===== src/hdl/lru_key_value_cache_core_assert.svh =====
// assertion macros for the lru key-value cache core
`ifndef LRU_KEY_VALUE_CACHE_CORE_ASSERT_SVH
`define LRU_KEY_VALUE_CACHE_CORE_ASSERT_SVH

// same-cycle implication, sampled on clk, off during rst
`define LKVC_ASSERT_NOW(name, ante, cons) \
  name: assert property (@(posedge clk) disable iff (rst) (ante) |-> (cons)) \
    else $error("lkvc check failed");

// next-cycle implication, sampled on clk, off during rst
`define LKVC_ASSERT_NEXT(name, ante, cons) \
  name: assert property (@(posedge clk) disable iff (rst) (ante) |=> (cons)) \
    else $error("lkvc check failed");

`endif


===== src/hdl/lkvc_pkg.sv =====
package lkvc_pkg;

  localparam int DATA_W           = 32;
  localparam int CAP_W            = 5;
  localparam int APB_DATA_W       = 32;
  localparam int APB_ADDR_W       = 3;
  localparam int MAX_ENTRIES_DEF  = 16;

  localparam logic [CAP_W-1:0]  CAP_RESET    = 5'd16;
  localparam logic [DATA_W-1:0] NOT_FOUND    = 32'hFFFF_FFFF;
  localparam logic              MODE_LOOKUP  = 1'b0;
  localparam logic              MODE_STORE   = 1'b1;
  localparam logic              REG_CAPACITY = 1'b0;

  typedef struct packed {
    logic                     mode;
    logic signed [DATA_W-1:0] key;
    logic signed [DATA_W-1:0] value_in;
  } req_t;

  typedef struct packed {
    logic                     hit;
    logic signed [DATA_W-1:0] value_out;
    logic                     evicted;
    logic signed [DATA_W-1:0] evicted_key;
  } rsp_t;

  typedef enum logic [1:0] {
    ST_IDLE,
    ST_MATCH,
    ST_UPDATE
  } state_t;

  typedef struct packed {
    logic load;
    logic match;
    logic update;
    logic clear;
  } cmd_t;

  typedef struct packed {
    logic multi_hit;
    logic over_cap;
  } status_t;

endpackage


===== src/hdl/lkvc_ctrl.sv =====
module lkvc_ctrl
  import lkvc_pkg::*;
(
  input  logic clk,
  input  logic rst,
  input  logic start,
  input  logic cfg_clear,
  output logic busy,
  output logic done,
  output cmd_t cmd
);

  state_t state;
  state_t state_next;

  always_ff @(posedge clk) begin
    if (rst) begin
      state <= ST_IDLE;
      done  <= 1'b0;
    end else begin
      state <= state_next;
      done  <= (state == ST_UPDATE);
    end
  end

  // next state
  always_comb begin
    state_next = state;
    case (state)
      ST_IDLE: begin
        if (start) state_next = ST_MATCH;
      end
      ST_MATCH:  state_next = ST_UPDATE;
      ST_UPDATE: state_next = ST_IDLE;
      default:   state_next = ST_IDLE;
    endcase
  end

  // outputs
  always_comb begin
    busy       = (state != ST_IDLE);
    cmd.load   = (state == ST_IDLE) && start;
    cmd.match  = (state == ST_MATCH);
    cmd.update = (state == ST_UPDATE);
    cmd.clear  = cfg_clear;
  end

endmodule


===== src/hdl/lkvc_dp.sv =====
module lkvc_dp
  import lkvc_pkg::*;
#(
  parameter int MAX_ENTRIES = MAX_ENTRIES_DEF
) (
  input  logic             clk,
  input  logic             rst,
  input  cmd_t             cmd,
  input  req_t             req,
  input  logic [CAP_W-1:0] capacity,
  output rsp_t             result,
  output status_t          status
);

  localparam int IdxW = (MAX_ENTRIES > 1) ? $clog2(MAX_ENTRIES) : 1;
  localparam int OccW = $clog2(MAX_ENTRIES + 1);
  localparam int CmpW = (OccW > CAP_W) ? OccW : CAP_W;

  req_t req_q;

  // entry table
  logic [MAX_ENTRIES-1:0]    valid;
  logic signed [DATA_W-1:0]  key_tab  [MAX_ENTRIES];
  logic [IdxW-1:0]           rank_tab [MAX_ENTRIES];
  logic [OccW-1:0]           occ;
  logic [DATA_W-1:0]         val_mem  [MAX_ENTRIES];
  logic [DATA_W-1:0]         val_rd;

  // match stage results
  logic            hit_q;
  logic [IdxW-1:0] hit_idx_q;
  logic [IdxW-1:0] hit_rank_q;
  logic [IdxW-1:0] lru_idx_q;
  logic [IdxW-1:0] free_idx_q;
  logic [DATA_W-1:0] lru_key_q;
  logic            full_q;
  logic            occ_zero_q;

  logic [MAX_ENTRIES-1:0] match_vec;
  logic [MAX_ENTRIES-1:0] lru_vec;
  logic [IdxW-1:0]        hit_idx;
  logic [IdxW-1:0]        lru_idx;
  logic [IdxW-1:0]        free_idx;
  logic [OccW-1:0]        occ_dec;
  logic [CmpW-1:0]        cap_ext;
  logic [CmpW-1:0]        max_ext;
  logic [CmpW-1:0]        eff_cap;
  logic [CmpW-1:0]        occ_ext;

  rsp_t            rsp_q;
  logic            store;
  logic            do_insert;
  logic            do_evict;
  logic            zero_cap;
  logic [IdxW-1:0] slot;
  logic [IdxW-1:0] wr_idx;
  logic            val_we;

  assign occ_dec = occ - 1'b1;
  assign cap_ext = CmpW'(capacity);
  assign max_ext = CmpW'(MAX_ENTRIES);
  assign eff_cap = (cap_ext > max_ext) ? max_ext : cap_ext;
  assign occ_ext = CmpW'(occ);

  // parallel key compare and lru / free search
  always_comb begin
    hit_idx  = '0;
    lru_idx  = '0;
    free_idx = '0;
    for (int i = 0; i < MAX_ENTRIES; i++) begin
      match_vec[i] = valid[i] && (key_tab[i] == req_q.key);
      lru_vec[i]   = valid[i] && (rank_tab[i] == occ_dec[IdxW-1:0]);
    end
    for (int i = MAX_ENTRIES - 1; i >= 0; i--) begin
      if (match_vec[i]) hit_idx = IdxW'(i);
      if (lru_vec[i])   lru_idx = IdxW'(i);
      if (!valid[i])    free_idx = IdxW'(i);
    end
  end

  assign status.multi_hit = |(match_vec & (match_vec - 1'b1));
  assign status.over_cap  = occ_ext > eff_cap;

  always_ff @(posedge clk) begin
    if (cmd.load) req_q <= req;
    if (cmd.match) begin
      hit_q      <= |match_vec;
      hit_idx_q  <= hit_idx;
      hit_rank_q <= rank_tab[hit_idx];
      lru_idx_q  <= lru_idx;
      lru_key_q  <= key_tab[lru_idx];
      free_idx_q <= free_idx;
      full_q     <= occ_ext >= eff_cap;
      occ_zero_q <= (occ == '0);
    end
  end

  // update stage decode
  assign store     = (req_q.mode == MODE_STORE);
  assign do_insert = !hit_q && store && !full_q;
  assign do_evict  = !hit_q && store && full_q && !occ_zero_q;
  assign zero_cap  = !hit_q && store && full_q && occ_zero_q;
  assign slot      = do_evict ? lru_idx_q : free_idx_q;
  assign wr_idx    = hit_q ? hit_idx_q : slot;
  assign val_we    = cmd.update && ((hit_q && store) || do_insert || do_evict);

  always_ff @(posedge clk) begin
    if (rst || cmd.clear) begin
      valid <= '0;
      occ   <= '0;
      for (int i = 0; i < MAX_ENTRIES; i++) rank_tab[i] <= '0;
    end else if (cmd.update) begin
      for (int i = 0; i < MAX_ENTRIES; i++) begin
        if (hit_q) begin
          if (IdxW'(i) == hit_idx_q) begin
            rank_tab[i] <= '0;
          end else if (valid[i] && (rank_tab[i] < hit_rank_q)) begin
            rank_tab[i] <= rank_tab[i] + 1'b1;
          end
        end else if (do_insert || do_evict) begin
          if (IdxW'(i) == slot) begin
            valid[i]    <= 1'b1;
            key_tab[i]  <= req_q.key;
            rank_tab[i] <= '0;
          end else if (valid[i]) begin
            rank_tab[i] <= rank_tab[i] + 1'b1;
          end
        end
      end
      if (do_insert) occ <= occ + 1'b1;
    end
  end

  // value store: one write port, one registered read port
  always_ff @(posedge clk) begin
    if (val_we) val_mem[wr_idx] <= req_q.value_in;
    if (cmd.match) val_rd <= val_mem[hit_idx];
  end

  always_ff @(posedge clk) begin
    if (cmd.update) begin
      rsp_q.hit       <= hit_q;
      rsp_q.value_out <= (hit_q && !store) ? val_rd : NOT_FOUND;
      rsp_q.evicted   <= do_evict || zero_cap;
      rsp_q.evicted_key <= do_evict ? lru_key_q : (zero_cap ? req_q.key : '0);
    end
  end

  assign result = rsp_q;

endmodule


===== src/hdl/lru_key_value_cache_core.sv =====
// channel   | ports                                   | handshake
// ----------+-----------------------------------------+----------------------------------
// request   | start, busy, req                        | taken when start && !busy
// result    | done, result                            | one cycle strobe, no back-pressure
// config    | psel penable pwrite paddr pwdata prdata | apb write, pready tied high
//
// a request passes through accept, key match and table update, in that order
// the result strobe shows in the cycle after update, alongside the next accept
// busy holds off start during key match and table update; a new request waits for idle
// rst is synchronous and empties the table; capacity returns to 16
// a capacity write empties the table at once; no clearing pass is needed
// the receiver cannot stall, so nothing holds a result back
`include "lru_key_value_cache_core_assert.svh"

module lru_key_value_cache_core
  import lkvc_pkg::*;
#(
  parameter int MAX_ENTRIES = MAX_ENTRIES_DEF
) (
  input  logic                  clk,
  input  logic                  rst,
  // request side
  input  logic                  start,
  input  req_t                  req,
  output logic                  busy,
  // result side
  output logic                  done,
  output rsp_t                  result,
  // configuration port
  input  logic                  psel,
  input  logic                  penable,
  input  logic                  pwrite,
  input  logic [APB_ADDR_W-1:0] paddr,
  input  logic [APB_DATA_W-1:0] pwdata,
  output logic [APB_DATA_W-1:0] prdata,
  output logic                  pready
);

  logic [CAP_W-1:0] capacity;
  logic             cfg_clear;
  logic             accepted;
  cmd_t             cmd;
  status_t          dp_status;

  // capacity register; word address from bit 2, byte lanes ignored
  assign pready    = 1'b1;
  assign cfg_clear = psel && penable && pwrite && (paddr[2] == REG_CAPACITY);
  assign prdata    = (paddr[2] == REG_CAPACITY) ? APB_DATA_W'(capacity) : '0;

  always_ff @(posedge clk) begin
    if (rst) begin
      capacity <= CAP_RESET;
    end else if (cfg_clear) begin
      capacity <= pwdata[CAP_W-1:0];
    end
  end

  assign accepted = start && !busy;

  // sequencer: idle -> match -> update
  lkvc_ctrl u_ctrl (
    .clk       (clk),
    .rst       (rst),
    .start     (start),
    .cfg_clear (cfg_clear),
    .busy      (busy),
    .done      (done),
    .cmd       (cmd)
  );

  // key table, recency ranks, value store and result register
  lkvc_dp #(
    .MAX_ENTRIES (MAX_ENTRIES)
  ) u_dp (
    .clk      (clk),
    .rst      (rst),
    .cmd      (cmd),
    .req      (req),
    .capacity (capacity),
    .result   (result),
    .status   (dp_status)
  );

  // an accepted request keeps the block busy while it is matched
  `LKVC_ASSERT_NEXT(a_accept_busy, accepted, busy)
  // the result strobe lands once the sequencer is back at idle
  `LKVC_ASSERT_NOW(a_done_idle, done, !busy)
  // the key of the held request is never found in two entries
  `LKVC_ASSERT_NOW(a_key_unique, 1'b1, !dp_status.multi_hit)
  // occupancy stays within the capacity in use between requests
  `LKVC_ASSERT_NOW(a_occ_cap, !busy, !dp_status.over_cap)

endmodule

===== config.mk =====
export PLATFORM = sky130hd
export DESIGN_NAME = lru_key_value_cache_core
export DESIGN_NICKNAME = d
export VERILOG_FILES = /design/src/hdl/lkvc_pkg.sv /design/src/hdl/lkvc_ctrl.sv /design/src/hdl/lkvc_dp.sv /design/src/hdl/lru_key_value_cache_core.sv
export VERILOG_INCLUDE_DIRS = /design/src /design/src/hdl
export SDC_FILE = /design/constraint.sdc
export NUM_CORES = 2
export LEC_CHECK = 0
export ABC_CLOCK_PERIOD_IN_PS = 6000
export BUFFER_PORTS_ARGS = -buffer_cell sky130_fd_sc_hd__clkbuf_2
export CAP_MARGIN = 40
export CORE_MARGIN = 2
export CORE_UTILIZATION = 44
export DETAILED_ROUTE_END_ITERATION = 10
export PLACE_DENSITY = 0.67
export SYNTH_ARGS = -nofsm -noshare
export SYNTH_HDL_FRONTEND = slang
export SYNTH_SLANG_ARGS = --single-unit

===== constraint.sdc =====
create_clock -name clk -period 6 [get_ports clk]
set_input_delay 0.9 -clock clk [delete_from_list [all_inputs] [get_ports clk]]
set_output_delay 0.9 -clock clk [all_outputs]
set_load 0.005 [all_outputs]

# == Word level (Yosys, flattened, before mapping) ==
# Memory sizes are Yosys's and may differ from the RTL's. A register that Yosys moved wholly into a read port is not among the register bits.
# Index checks and enable logic that the tools add are counted.
# word_totals
reg_bits,175
latchBits,0
ram_bits,1088
mem_bits_ro,0
inputBits,106
output_inout_bits,101
elab_cells,868
memories,3
# classes
n_addsub,18
multipliers,0
div,0
order_cmp,18
eq_ne,65
n_shift,0
mux,552
bitwise,66
n_reduce_logical,110
# mem_list
memory,depth,word_bits,rd,rd_ports_with_merged_regs,wr,line,source
u_dp.key_tab,16,32,17,1,1,lkvc_dp.sv:23,logic signed [DATA_W-1:0] key_tab [MAX_ENTRIES];
u_dp.val_mem,16,32,1,1,1,lkvc_dp.sv:26,logic [DATA_W-1:0] val_mem [MAX_ENTRIES];
u_dp.rank_tab,16,4,17,1,16,lkvc_dp.sv:24,logic [IdxW-1:0] rank_tab [MAX_ENTRIES];
# op_table
op,n
2-to-1 mux 32 bit,17
equality test 32 bit,16
2-to-1 mux 4 bit,121
OR reduction 32 bit,15
2-to-1 mux 1 bit,404
AND reduction 4 bit,17
"adder 4 x 1 -> 4 bit, second input constant",16
equality test 4 bit,16
"equality test 4 bit, first input constant",16
< comparator 4 bit,16
bitwise OR 1 bit,64
logical AND 1 bit,60
"equality test 3 x 4 -> 1 bit, first input constant",8
"equality test 2 x 4 -> 1 bit, first input constant",4
OR reduction 16 bit,1
2-to-1 mux 3 bit,4
2-to-1 mux 5 bit,2
"equality test 1 x 4 -> 1 bit, first input constant",2
logical NOT 4 bit,2
AND reduction 8 bit,1
2-to-1 mux 2 bit,3
"adder 5 x 1 -> 5 bit, second input constant",1
>= comparator 5 bit,1
"greater-than comparator 5 bit, second input constant",1
other kinds (12),21

# == Depth between registers and ports, before layout ==
# depth
word_depth,28
depth_mapped,20
depth_no_buf,14

# == Hierarchy ==
# A second synthesis with hierarchy kept.
# hier_totals
hier_cells,4793
hier_area_um2,63399.6
# by_module_without_submodules
module,instances,cells_each,area_each_um2,seq_area_each_um2
lkvc_dp,1,4723,62769.0,39517.9
lru_key_value_cache_core,1,58,494.2,100.1
lkvc_ctrl,1,12,136.4,60.1

# == Worst setup path after synthesis ==
# Ideal clock, no wire load.
# synth_timing
kind,reg2reg
from,register u_ctrl.state[1]
to,memory u_dp.val_mem[2][0] (enable)
setup_time_ps,421
arrival_ps,5723
t_required_ps,5579
path_slack_ps,-144
path_stages_with_launch,8
path_buffers,0
period_less_slack_ps,6144
path_cell_list,dfxtp_1 -> nor2b_1 -> nand2_1 -> a21o_1 -> a21boi_0 -> nor2b_1 -> nand2_1 -> nor2_1
# synth_rtl
element,line,source
"start, declared",lkvc_ctrl.sv:13,state_t state;
"start signal, assigned",lkvc_ctrl.sv:21,state <= state_next;
"end, declared",lkvc_dp.sv:26,

# == Final worst setup path ==
# layout_timing
from,register u_dp.occ[1]
to,"register u_dp.lru_key_q[1], read port of u_dp.key_tab, data pin"
# layout_via
elab_chain_len,19
elab_cells_between_ends,49
cone_classes,1 x add/sub; 16 x eq/ne; 16 x mux; 16 x reduce/logical
# layout_rtl
element,line,source
"start, declared",lkvc_dp.sv:25,logic [OccW-1:0] occ;
"start signal, assigned",lkvc_dp.sv:130,if (do_insert) occ <= occ + 1'b1;
subtractor 4 x 1 -> 4 bit *,lkvc_dp.sv:59,assign occ_dec = occ - 1'b1;
equality test 4 bit,lkvc_dp.sv:72,lru_vec[i] = valid[i] && (rank_tab[i] == occ_dec[IdxW-1:0]);
logical AND 1 bit,lkvc_dp.sv:72,
2-to-1 mux 4 bit (15 in series),lkvc_dp.sv:76,if (lru_vec[i]) lru_idx = IdxW'(i);
2-to-1 mux 4 bit *,lkvc_dp.sv:76,
"end, declared",lkvc_dp.sv:35,logic [DATA_W-1:0] lru_key_q;
# Every way passes the cells marked *; elsewhere a longest branch is shown, timed or not.
# A chain may end at the register's enable or synchronous reset.

==> impl_metrics.env <==
export IMPL_yosys_top_cells_area="sky130_fd_sc_hd__edfxtp_1, sky130_fd_sc_hd__mux2i_1, sky130_fd_sc_hd__xor2_1"
export IMPL_seq_area_frac_synth_pct=63.1
export IMPL_vias_per_cell=5.94
export IMPL_drt_initial_drc_count=4849
export IMPL_synth_edff_count=1302
export IMPL_number_of_cells_produced_by_synthesis=4520
export IMPL_rsz0062_at_grt="false"
export IMPL_synthAdderAreaFrac_pct=1.43
export IMPL_antennaDiodeCount=0
export IMPL_vdd_ir_drop_max_uv=262
export IMPL_setup_worst_path_class="reg2reg"
export IMPL_dp_final_hpwl_mm=129
export IMPL_synth_commonest_cells="sky130_fd_sc_hd__edfxtp_1, sky130_fd_sc_hd__mux2i_1, sky130_fd_sc_hd__nand2_1, sky130_fd_sc_hd__xor2_1, sky130_fd_sc_hd__xnor2_1"
export IMPL_period_share_pct=87.5
export IMPL_floorplan_rows=138
export IMPL_synth_distinct_cells=79
export IMPL_finalClockSkew_ps=36.9
export IMPL_grt_overflow=0
export IMPL_cts_tree="yes"
export IMPL_post_cts_repair_setup_buffers=0
export IMPL_crit_path_start="u_dp.occ[1]"
export IMPL_post_route_util_pct=50.4
export IMPL_crit_path_cell_trace="inv_1 > ha_1 > buf_4 > xnor2_1 > nor2_1 > o2111a_1 > a221oi_1 > o21ai_0 > o211ai_1 > a21oi_4 > buf_12 > nor2_4 > buf_4 > a22oi_1 > o211a_1 > nor4_1"
export IMPL_path_clk_slew_ps=60
export IMPL_fp_dieH_um=382
export IMPL_yosys_area_share_simple_pct=9.91
export IMPL_detail_route_drc_violations=0
export IMPL_total_leakage_power_nw=25.4
export IMPL_post_synthesis_compound_gate_area_fraction_pct=5.15
export IMPL_die_area_um2=146000
export IMPL_slew_viol_final=0
export IMPL_critical_r2r_launch="u_dp.occ[1]"
export IMPL_final_layout_size_suffix_gt1_share_pct=15.7
export IMPL_nets=4949
export IMPL_critPathBufInv=4
export IMPL_initial_util_pct=44.4
export IMPL_report_final_hold_viol_count=0
export IMPL_cts_resized=0
export IMPL_numCtsBuffers=146
export IMPL_seq_cells_post_synth=1331
export IMPL_syn_cell_area_um2=62900
export IMPL_synth_largest_type_area_fraction_pct=62.1
export IMPL_cts_hold_buffers_added=0
export IMPL_status="complete, no violations"
export IMPL_cts_sinks=1331
export IMPL_synth_largest_area_cell="sky130_fd_sc_hd__edfxtp_1"
export IMPL_holdCritPathClass="in2reg"
export IMPL_post_synth_cell_area_avg_um2=13.9
export IMPL_routedWlPerCell_um=27.9
export IMPL_setup_viol=0
export IMPL_finalCriticalPeriod_ps=5250
export IMPL_cts_root_to_sink_buffers=3
export IMPL_grt_first_pass_wirelength_mm=271
export IMPL_cp_top_family="simple AND/OR/NAND/NOR gates"
export IMPL_power_density_cells_nw_per_um2=286
export IMPL_design_core_area_um2=142000
export IMPL_final_seq_area_um2=39700
export IMPL_synth_ff_type="sky130_fd_sc_hd__edfxtp_1"
export IMPL_routed_wirelength_mm=189
export IMPL_launch_point_of_the_worst_hold_path="req[13]"
export IMPL_dominant_combinational_cell_family_by_area_after_synthesis="simple AND/OR/NAND/NOR gates"
export IMPL_ys_async_sr_fraction_pct=0
export IMPL_multiInputGateArea_um2=21700
export IMPL_yosysWarningCount=0
export IMPL_yosysMostFrequentCell="sky130_fd_sc_hd__edfxtp_1"
export IMPL_start_kind="register"
export IMPL_xor_xnor_share_of_the_synthesized_area_pct=8.63
export IMPL_io_buffer_count=149
export IMPL_antenna_left=0
export IMPL_grt_pass1_vias=38500
export IMPL_synth_mux_area_fraction_pct=8.82
export IMPL_ctsHtreeMaxLevel=4
export IMPL_clk_latency_ps=820
export IMPL_detailroute_via_count=40300
export IMPL_crit_fanout=92
export IMPL_n_fill_cell=11900
export IMPL_clockRootBuffer="sky130_fd_sc_hd__clkbuf_16"
export IMPL_endpoint_kind="register"
export IMPL_cp_common_cell="sky130_fd_sc_hd__buf_4"
export IMPL_worst_ep_required_time_ps=6530
export IMPL_maxClockFrequency_mhz=190
export IMPL_totalNegativeSetupSlack_ps=0
export IMPL_critical_path_slowest_cell="sky130_fd_sc_hd__nor2_4"
export IMPL_timing_critical_path_slowest_cell_delay_ps=670
export IMPL_grt_max_degree=93
export IMPL_area_growth_syn_to_layout_pct=13.5
export IMPL_cp_arrival_ps=5780
export IMPL_gp_routability_congestion=0.994
export IMPL_global_route_usage_total_pct=25.5
export IMPL_max_slew_worst_pin_slew_ps=1050
export IMPL_grt_antenna_before_repair=5
export IMPL_drv_cap=0
export IMPL_max_slew_margin_pct=30.1
export IMPL_die_width_um=382
export IMPL_drt_first_pass_iters=6
export IMPL_num_io_pins=207
[cell type report]
type | instances | area share, %
repair buffers | 343 | 3.76
multi-input cells | 2901 | 30.4
well taps | 1890 | 3.31
inverters | 48 | 0.273
flip-flops and latches | 1331 | 55.5
clock buffers | 182 | 5.38
clock inverters | 79 | 1.39
[per-layer routing]
layer | up-vias | GRT usage [%] | wire length (um)
met2 | 2082 | 38.3 | 83800
met4 | 6 | 8.12 | 5950
met3 | 314 | 5.01 | 19000
li1 | 17500 | - | -
met1 | 20300 | 37.2 | 80400
met5 | - | 0 | 38
[logic make-up after synthesis]
kind of cell             after synthesis
adder cells (fa/ha/maj)               72
XOR/XNOR                             605
multiplexers                         540
flip-flops                          1331
other                                  2
AND/OR/NAND/NOR                     1239
AO/OA/AOI/OAI                        417
buffers and inverters                314
[worst paths after layout]
check	cells after the start	slack, ps	to
setup / recovery	16	750	u_dp.lru_key_q[1]
hold / removal	1	270	u_dp.req_q[13]
setup reg to reg	16	750	u_dp.lru_key_q[1]
hold reg to reg	1	490	capacity[4]
[power by group]
| part | internal (W) | switching, W |
|---|---|---|
| registers | 0.0103 | 0.000157 |
| clock network | 0.00521 | 0.00387 |
| logic | 0.000298 | 0.000593 |
| total | 0.0158 | 0.00462 |
[worst reg2reg max path, stage by stage, from the launching register on]
cell,delay (ps)
sky130_fd_sc_hd__dfxtp_1,490
sky130_fd_sc_hd__inv_1,110
sky130_fd_sc_hd__ha_1,530
sky130_fd_sc_hd__buf_4,340
sky130_fd_sc_hd__xnor2_1,150
sky130_fd_sc_hd__nor2_1,50
sky130_fd_sc_hd__o2111a_1,140
sky130_fd_sc_hd__a221oi_1,310
sky130_fd_sc_hd__o21ai_0,170
sky130_fd_sc_hd__o211ai_1,190
sky130_fd_sc_hd__a21oi_4,130
sky130_fd_sc_hd__buf_12,280
sky130_fd_sc_hd__nor2_4,760
sky130_fd_sc_hd__buf_4,430
sky130_fd_sc_hd__a22oi_1,130
sky130_fd_sc_hd__o211a_1,190
sky130_fd_sc_hd__nor4_1,580
[placed cells by master (no fill, tap or decap), types with 19 or more instances in the layout]
| cell type | synthesis | layout |
|---|---|---|
| sky130_fd_sc_hd__o2111ai_1 | 42 | 42 |
| sky130_fd_sc_hd__nand3_1 | 81 | 80 |
| sky130_fd_sc_hd__dfxtp_1 | 29 | 29 |
| sky130_fd_sc_hd__o21ai_0 | 36 | 36 |
| sky130_fd_sc_hd__o211ai_1 | 25 | 25 |
| sky130_fd_sc_hd__conb_1 | 2 | 28 |
| sky130_fd_sc_hd__nand2b_1 | 76 | 75 |
| sky130_fd_sc_hd__o22ai_1 | 95 | 95 |
| sky130_fd_sc_hd__a32oi_1 | 35 | 35 |
| sky130_fd_sc_hd__nand2_1 | 403 | 403 |
| sky130_fd_sc_hd__nor2b_1 | 43 | 39 |
| sky130_fd_sc_hd__nor2_1 | 204 | 185 |
| sky130_fd_sc_hd__nor3_1 | 47 | 47 |
| sky130_fd_sc_hd__clkinv_1 | 0 | 28 |
| sky130_fd_sc_hd__inv_1 | 46 | 46 |
| sky130_fd_sc_hd__a21oi_1 | 60 | 58 |
| sky130_fd_sc_hd__xor2_1 | 365 | 365 |
| sky130_fd_sc_hd__nor4b_1 | 24 | 24 |
| sky130_fd_sc_hd__o221ai_2 | 36 | 36 |
| sky130_fd_sc_hd__xnor2_1 | 229 | 229 |
| sky130_fd_sc_hd__a22oi_1 | 22 | 22 |
| sky130_fd_sc_hd__nand4_1 | 97 | 97 |
| sky130_fd_sc_hd__nor4_1 | 161 | 161 |
| sky130_fd_sc_hd__mux2i_1 | 422 | 422 |
| sky130_fd_sc_hd__clkbuf_2 | 1 | 149 |
| sky130_fd_sc_hd__ha_1 | 72 | 72 |
| sky130_fd_sc_hd__nor2_4 | 0 | 19 |
| sky130_fd_sc_hd__buf_4 | 70 | 157 |
| sky130_fd_sc_hd__and3_1 | 29 | 29 |
| sky130_fd_sc_hd__clkbuf_1 | 57 | 33 |
| sky130_fd_sc_hd__mux2_2 | 118 | 118 |
| sky130_fd_sc_hd__clkbuf_16 | 0 | 148 |
| sky130_fd_sc_hd__edfxtp_1 | 1302 | 1302 |
| sky130_fd_sc_hd__buf_12 | 1 | 31 |
[registers in the layout, indices dropped and copies added (netlist names)]
register,count
u_dp.hit_q,1
u_dp.val_rd,32
u_dp.hit_idx_q,4
u_dp.full_q,1
u_dp.lru_key_q,32
u_dp.occ,5
u_ctrl.state,2
u_dp.result,66
u_dp.hit_rank_q,4
u_dp.valid,16
u_ctrl.done,1
u_dp.rank_tab,64
u_dp.key_tab,512
u_dp.store,1
u_dp.occ_zero_q,1
capacity,5
u_dp.req_q,64
u_dp.free_idx_q,4
u_dp.lru_idx_q,4
u_dp.val_mem,512
[through the flow]
| step | setup slack (ps) | area [um^2] | hold WS [ps] | std cells | power (W) |
|---|---|---|---|---|---|
| final | 749 | 71400 | 266 | 6774 | 0.0204 |
| after detailed placement | 985 | 66600 | 481 | 6513 | 0.0115 |
| after CTS | 973 | 71400 | 211 | 6774 | 0.0206 |
| after global placement | 948 | 66400 | 468 | 6504 | 0.0115 |
| after floorplan | 1210 | 63000 | 459 | 4546 | 0.0111 |
| after global routing | 546 | 71400 | 227 | 6774 | 0.0210 |
Power figures use the tool's default switching activity.
